**src/rtl/spq_pkg.sv**
```systemverilog
// ----------------------------------------------------------------------------
// spq_pkg - shared types for the sorted min priority queue
// Operation codes, word width and the control bundle broadcast to every cell.
// ----------------------------------------------------------------------------
package spq_pkg;

	localparam int unsigned WORD_W = 32;

	typedef logic signed [WORD_W-1:0] word_t;

	typedef enum logic [0:0] {
		FUNC_PUSH = 1'b0,
		FUNC_POP  = 1'b1
	} func_t;

	// broadcast to all cells in the cycle an operation is taken
	typedef struct packed {
		logic  push;
		logic  pop;
		word_t value;
	} cell_ctrl_t;

endpackage

```
**src/rtl/spq_cell.sv**
```systemverilog
// ----------------------------------------------------------------------------
// spq_cell - one slot of the sorted chain
// Holds one word; on a push keeps it, takes the lower neighbour's word or
// takes the new word; on a pop takes the upper neighbour's word.
// ----------------------------------------------------------------------------
module spq_cell (
	input  logic               clk,
	input  spq_pkg::cell_ctrl_t ctrl,
	input  logic               occ,      // slot holds a live entry
	input  logic               prev_le,  // lower slot is live and <= new word
	input  spq_pkg::word_t     prev_word,
	input  spq_pkg::word_t     next_word,
	output logic               le,
	output spq_pkg::word_t     word
);
	import spq_pkg::*;

	word_t word_q;

	// live and not greater than the incoming word: stays put on a push
	assign le   = occ && !(word_q > ctrl.value);
	assign word = word_q;

	always_ff @(posedge clk) begin
		if (ctrl.pop) begin
			word_q <= next_word;
		end else if (ctrl.push && !le) begin
			// insertion point is the first slot whose lower neighbour stays
			word_q <= prev_le ? ctrl.value : prev_word;
		end
	end

endmodule

```
**config.mk**
```make
export PLATFORM = sky130hd
export DESIGN_NAME = spq_cell
export DESIGN_NICKNAME = d
export VERILOG_FILES = /design/src/rtl/spq_pkg.sv /design/src/rtl/spq_cell.sv
export SDC_FILE = /design/constraint.sdc
export NUM_CORES = 1
export LEC_CHECK = 0
export ABC_AREA = 1
export BUFFER_PORTS_ARGS = -buffer_cell sky130_fd_sc_hd__buf_2
export CELL_PAD_IN_SITES_DETAIL_PLACEMENT = 1
export CELL_PAD_IN_SITES_GLOBAL_PLACEMENT = 1
export CORE_UTILIZATION = 31
export CTS_BUF_LIST = sky130_fd_sc_hd__clkbuf_16
export DETAILED_ROUTE_END_ITERATION = 8
export HOLD_SLACK_MARGIN = 0.12
export PLACE_DENSITY_LB_ADDON = 0.1
export SLEW_MARGIN = 20
export SYNTH_ARGS = -nofsm -noshare
export SYNTH_HDL_FRONTEND = slang
export SYNTH_SLANG_ARGS = --single-unit
export TNS_END_PERCENT = 5
```
**constraint.sdc**
```tcl
create_clock -name clk -period 3.8 [get_ports clk]
set_input_delay 0.76 -clock clk [delete_from_list [all_inputs] [get_ports clk]]
set_output_delay 0.76 -clock clk [all_outputs]
set_load 0.05 [all_outputs]
```
==> out/metrics.cfg, run 1 <==
[synth]
ys_seq_area_share_pct = 38.69
synth.top_cell.area_share_pct = 38.69
synth.most_common_cell = nand2_1
synth_common_cells = nand2_1 (99), o21ai_0 (60), inv_1 (42)
synth_top_family_by_area = simple AND/OR/NAND/NOR gates
synthTopCellsByArea = edfxtp_1 (39%), ha_1 (16%), nand2_1 (15%)
synth_top_cell_by_area = edfxtp_1
synthFlopType = edfxtp_1
synthAdderAreaFrac_pct = 16.12
synthXorXnorAreaFrac_pct = 0
synth-seq-cells = 32
yosysWarningCount = 0
async_flop_share_pct = 0
synth_cells = 323
synth-compound-area-share_pct = 17.18
yosysUniqueCellTypes = 19
synth_edf_count = 32
syn-num-nets = 456
synth_area_sq_um = 2484
synthSimpleGateAreaFrac_pct = 19.35
synthMuxAreaShare_pct = 0
syn_area_per_cell_sq_um = 7.689

[power]
p_int_mw = 0.8151
seq_power_share_pct = 35.9
power.total_mw = 1.281
clkPwrFrac_pct = 29.4
power_density_nw_per_um2 = 378.6
switchingPower_mw = 0.4658
ir_drop_uv = 179.3
comb_power_share_pct = 34.7
switching_share_pct = 36.37
p_leak_nw = 1.797

[clock_tree]
cts_resized = 0
path_clk_slew_ns = 0.05
htree_levels = 2
cts.sinks = 32
cts.hold.buffers_added = 0
post-cts-setup-buffers = 0
cts_tree = yes
clk_latency_ns = 0.28
clockBufferDepth = 2
clockRootBuffer = clkbuf_16
cts_made_buffers = 5

[status]
status = finished clean

[sta]
fin_skew_ns = 0.004952
rsz0062_at_grt = no
slew_violations = 0
max_freq_mhz = 325.7
min_period_ns = 3.070
tns_ns = 0
layout_worst_path_cycle_share_pct = 80.79
worst_slew_pin_slew_ns = 0.9899
setup_viol = 0
relSlewSlack_pct = 34.00
hold_violations = 0

[die]
die_w_um = 91.51
core_sq_um = 7727
dieArea_sq_um = 8374
die_y_um = 91.51
io_pins = 134
initial_core_util_pct = 32.14
rows = 32

[global_routing]
antenna_found_initial = 0
grt_pass1_vias = 2603
grt_pass1_wl_um = 11510
grt_max_degree = 63
track_usage_pct = 17.28
gr-total-overflow = 0

[routing]
first_pass_iters = 4
wl_um = 7007
ant_nets = 0
drt-initial-drc-count = 53
drc_errors = 0
post_drt_wl_per_cell_um = 12.67
routed-via-count = 2535
post_drt_via_cell_ratio = 4.584

[layout]
nNetsFinal = 584
fin_util_pct = 43.78
largest_register_ffs = 32
area_growth_pct = 36.22
drive_above_1_share_pct = 32.82
diodes = 0
instances_no_fill = 553

[placed_design]
dp.cells = 546
gp_congestion = 0.7459
port_buffers = 133
place_hpwl_um = 5525

[worst_setup_path]
cp.arrival_ns = 2.31
worstPathRequired_ns = 3.04
path_max_fanout = 4
cp-start-kind = input port
cp-end-kind = output port
criticalPathCategory = in -> out

[worst_hold_path]
hold_class = in -> reg

[run]
cap_violations = 0

==> worst max-delay path: stages <==
cell     delay, ns
buf_2         0.09
inv_1         0.04
ha_1          0.33
nand2_1       0.10
nor2_2        0.15
nand2_2       0.08
nor2_2        0.13
nand2_1       0.08
nand2_1       0.06
nand2_1       0.04
nand3_1       0.07
nand2_1       0.07
inv_1         0.05
buf_2         0.25
==> stage by stage <==
stage | instance area, sq um | hold WS [ns] | worst slack (ns)
final | 3383 | 0.7566 | 0.7300
after detailed placement | 3251 | 1.044 | 0.6858
after CTS | 3383 | 0.7548 | 0.6761
after global routing | 3383 | 0.7691 | 0.4516
after global placement | 3251 | 1.040 | 0.7121
after floorplan | 2484 | 0.9471 | 0.9127
==> cells in the final DEF (no fill, tap or decap), drive strengths merged <==
cell type    n
buf        135
nor2        12
nand4        3
nand2      100
o21a         2
clkinv       2
nand3        3
a21o         1
ha          32
o21ai       60
inv         43
a21oi       20
edfxtp      32
nor3         1
clkbuf       5
==> final timing paths <==
kind / start / to / slack (ns) / cells past startpoint
setup reg to reg: word[31]$_DFFE_PP_ / word[23]$_DFFE_PP_ / 1.27 / 12
setup / recovery: ctrl[31] / le / 0.73 / 14
hold / removal: next_word[14] / word[14]$_DFFE_PP_ / 0.76 / 3
hold reg to reg: word[31]$_DFFE_PP_ / word[4]$_DFFE_PP_ / 1.43 / 6
==> layout make-up <==
cell class | count | area, sq um
fillers | 1005 | 4344
multi-input cells | 234 | 1308
flip-flops and latches | 32 | 960.9
repair buffers | 135 | 693.2
inverters | 43 | 161.4
well taps | 102 | 127.6
clock buffers | 5 | 125.1
clock inverters | 2 | 7.507
==> cells by family after synthesis <==
| logic type | after synthesis |
|---|---|
| AO/OA/AOI/OAI | 83 |
| AND/OR/NAND/NOR | 119 |
| adder cells (fa/ha/maj) | 32 |
| flip-flops | 32 |
| buffers and inverters | 57 |
==> layer usage <==
metal | GRT usage [%] | routed length, um | up-vias | share of wire [%]
li1 | - | - | 1326 | -
met1 | 19.66 | 3023 | 1136 | 43
met2 | 32.02 | 3513 | 68 | 50
met3 | 4.188 | 403 | 5 | 5.8
met4 | 4.365 | 67 | 0 | 0.96
met5 | 0 | 0 | - | 0
==> power by group through the flow <==
stage	clock network [mW]	registers (mW)	logic (mW)
final	0.377	0.460	0.444
after global routing	0.394	0.465	0.496
after CTS	0.388	0.461	0.454
after detailed placement	0	0.468	0.452
after global placement	0	0.466	0.444
after floorplan	0	0.601	0.171
(Power assumes the default switching activity.)
==> run 2, diff against run 1 <==
- CORE_UTILIZATION: 31 -> 28
- clock period: 3.8 -> 2.7 ns (I/O delays scaled with it)
==> out/metrics.cfg, run 2 (synthesis gave the netlist of run 1 again) <==
[power]
switching_share_pct = 36.14  ; was 36.37%
power_density_nw_per_um2 = 519.2  ; was 378.6 nW/um^2
p_int_mw = 1.186  ; was 0.8151 mW
seq_power_share_pct = 35.2  ; was 35.9%
p_leak_nw = 1.849  ; was 1.797 nW
comb_power_share_pct = 36.5  ; was 34.7%
power.total_mw = 1.857  ; was 1.281 mW
clkPwrFrac_pct = 28.3  ; was 29.4%
switchingPower_mw = 0.6712  ; was 0.4658 mW
ir_drop_uv = 206.4  ; was 179.3 uV

[sta]
fin_skew_ns = 0.003701  ; was 0.004952 ns
fin_ws_ns = 0.1774  ; was 0.7300 ns
min_period_ns = 2.523
hold_violations = 0  ; unchanged
slew_violations = 0  ; unchanged
tns_ns = 0  ; unchanged
layout_worst_path_cycle_share_pct = 93.43
max_freq_mhz = 396.4
relSlewSlack_pct = 66.29  ; was 34.00%
holdWs_ns = 0.5370  ; was 0.7566 ns
setup_viol = 0  ; unchanged
worst_slew_pin_slew_ns = 0.5056  ; was 0.9899 ns

[layout]
area_growth_pct = 44.03  ; was 36.22%
fill_cells = 1061  ; was 1005
instances_no_fill = 563  ; was 553
design_area_sq_um = 3577  ; was 3383 sq um
drive_above_1_share_pct = 36.68  ; was 32.82%
multiInputGateArea_sq_um = 1418  ; was 1308 sq um
fin_util_pct = 42.68  ; was 43.78%
nNetsFinal = 590  ; was 584
final_common_cell = buf_2  ; unchanged
largest_register_ffs = 32  ; unchanged
diodes = 0  ; unchanged
final_cell_mix = buf_2 (132), nand2_1 (97), o21ai_0 (60)  ; was buf_2 (133), nand2_1 (99), o21ai_0 (60)
regArea_sq_um = 960.9  ; unchanged

[placed_design]
port_buffers = 133  ; unchanged
placed_area_sq_um = 3304  ; was 3251 sq um
dpl_worst_slack_ns = 0.04846  ; was 0.6858 ns
dp.cells = 552  ; was 546
place_hpwl_um = 5920  ; was 5525 um
gp_congestion = 0.7152  ; was 0.7459

[clock_tree]
clockRootBuffer = clkbuf_16  ; unchanged
cts_tree = yes  ; unchanged
cts_made_buffers = 5  ; unchanged
clockBufferDepth = 2  ; unchanged
cts.sinks = 32  ; unchanged
htree_levels = 2  ; unchanged
clk_latency_ns = 0.28  ; about the same
path_clk_slew_ns = 0.05  ; about the same

[global_routing]
antenna_found_initial = 0  ; unchanged
grt_max_degree = 37  ; was 63
grt_pass1_wl_um = 11210  ; was 11510 um
grt_pass1_vias = 2537  ; was 2603
gr-total-overflow = 0  ; unchanged
track_usage_pct = 15.96  ; was 17.28%

[worst_setup_path]
crit_buf_inv = 2  ; was 4
slowest_stage = edfxtp_1  ; was ha_1
slowest_delay_ns = 0.39  ; was 0.33 ns
cp.arrival_ns = 1.98  ; was 2.31 ns
path_cells = ha_1 -> a21oi_1 -> o21ai_0 -> nand2_1 -> nand2_1 -> a21oi_2 -> nand2_1 -> nand2_1 -> nand3_1 -> nand2_1 -> inv_1 -> buf_6  ; was buf_2 -> inv_1 -> ha_1 -> nand2_1 -> nor2_2 -> nand2_2 -> nor2_2 -> nand2_1 -> nand2_1 -> nand2_1 -> nand3_1 -> nand2_1 -> inv_1 -> buf_2
criticalPathCategory = reg -> out  ; was in -> out
path_max_fanout = 2  ; was 4
crit_family = compound AO/OA/AOI/OAI gates  ; was simple AND/OR/NAND/NOR gates
critPathMostFrequentCell = nand2_1  ; unchanged
cp-start-kind = flop  ; was input port
cp-end-kind = output port  ; unchanged
worstPathRequired_ns = 2.16  ; was 3.04 ns

[die]
core_sq_um = 8382  ; was 7727 sq um
die_y_um = 96.18  ; was 91.51 um
die_w_um = 96.18  ; was 91.51 um
io_pins = 134  ; unchanged
dieArea_sq_um = 9251  ; was 8374 sq um
rows = 33  ; was 32
initial_core_util_pct = 29.63  ; was 32.14%

[routing]
post_drt_via_cell_ratio = 4.533  ; was 4.584
ant_nets = 0  ; unchanged
first_pass_iters = 4  ; unchanged
wl_um = 7288  ; was 7007 um
drc_errors = 0  ; unchanged
post_drt_wl_per_cell_um = 12.94  ; was 12.67 um
routed-via-count = 2552  ; was 2535
drt-initial-drc-count = 51  ; was 53

[run]
cap_violations = 0  ; unchanged

[status]
status = finished clean  ; unchanged

[worst_hold_path]
hold_class = in -> reg  ; unchanged

==> run 2: changes by cell type in the layout (fill, tap and decap cells not counted), sizes merged <==
cell / delta
inv: +2
buf: +6
clkinv: -1
==> run 2: what timing repair did <==
item / in CTS / in global routing
resized for setup: 0 / 16
buffers inserted: 0 / 3
hold buffers: 0 / 0
setup endpoints to repair: 0 / 1
==> run 2: cell type report <==
type | count | area share, %
multi-input cells | 234 | 39.63
repair buffers | 141 | 21.51
inverters | 43 | 4.512
flip-flops and latches | 32 | 26.86
well taps | 105 | 3.673
clock buffers | 5 | 3.498
clock inverters | 3 | 0.3148
==> run 2: power groups by stage <==
| stage | Combinational, mW | Clock, mW | Sequential (mW) |
|---|---|---|---|
| final | 0.677 | 0.526 | 0.654 |
| after global routing | 0.757 | 0.557 | 0.661 |
| after detailed placement | 0.650 | 0 | 0.659 |
| after CTS | 0.652 | 0.545 | 0.650 |
| after global placement | 0.637 | 0 | 0.659 |
| after floorplan | 0.241 | 0 | 0.846 |
==> run 2: tightest hold or removal path, stage by stage <==
cell and delay, ns:
buf_2 0.07, nand2_1 0.03, o21ai_0 0.05
==> run 2: worst paths after layout <==
path | from | end | slack [ns] | depth (start not counted)
worst max-delay path | word[25]$_DFFE_PP_ | le | 0.18 | 12
worst min-delay path | next_word[29] | word[29]$_DFFE_PP_ | 0.54 | 3
worst max register to register | word[25]$_DFFE_PP_ | word[18]$_DFFE_PP_ | 0.55 | 13
worst min register to register | word[31]$_DFFE_PP_ | word[8]$_DFFE_PP_ | 1.28 | 8
==> run 2: layer usage <==
metal	part of all wire (%)	vias to the layer above	global-route usage [%]
li1	-	1339	-
met1	43	1134	17.76
met2	49	72	29.08
met3	7.0	7	5.134
met4	0.99	0	4.104
met5	0	-	0
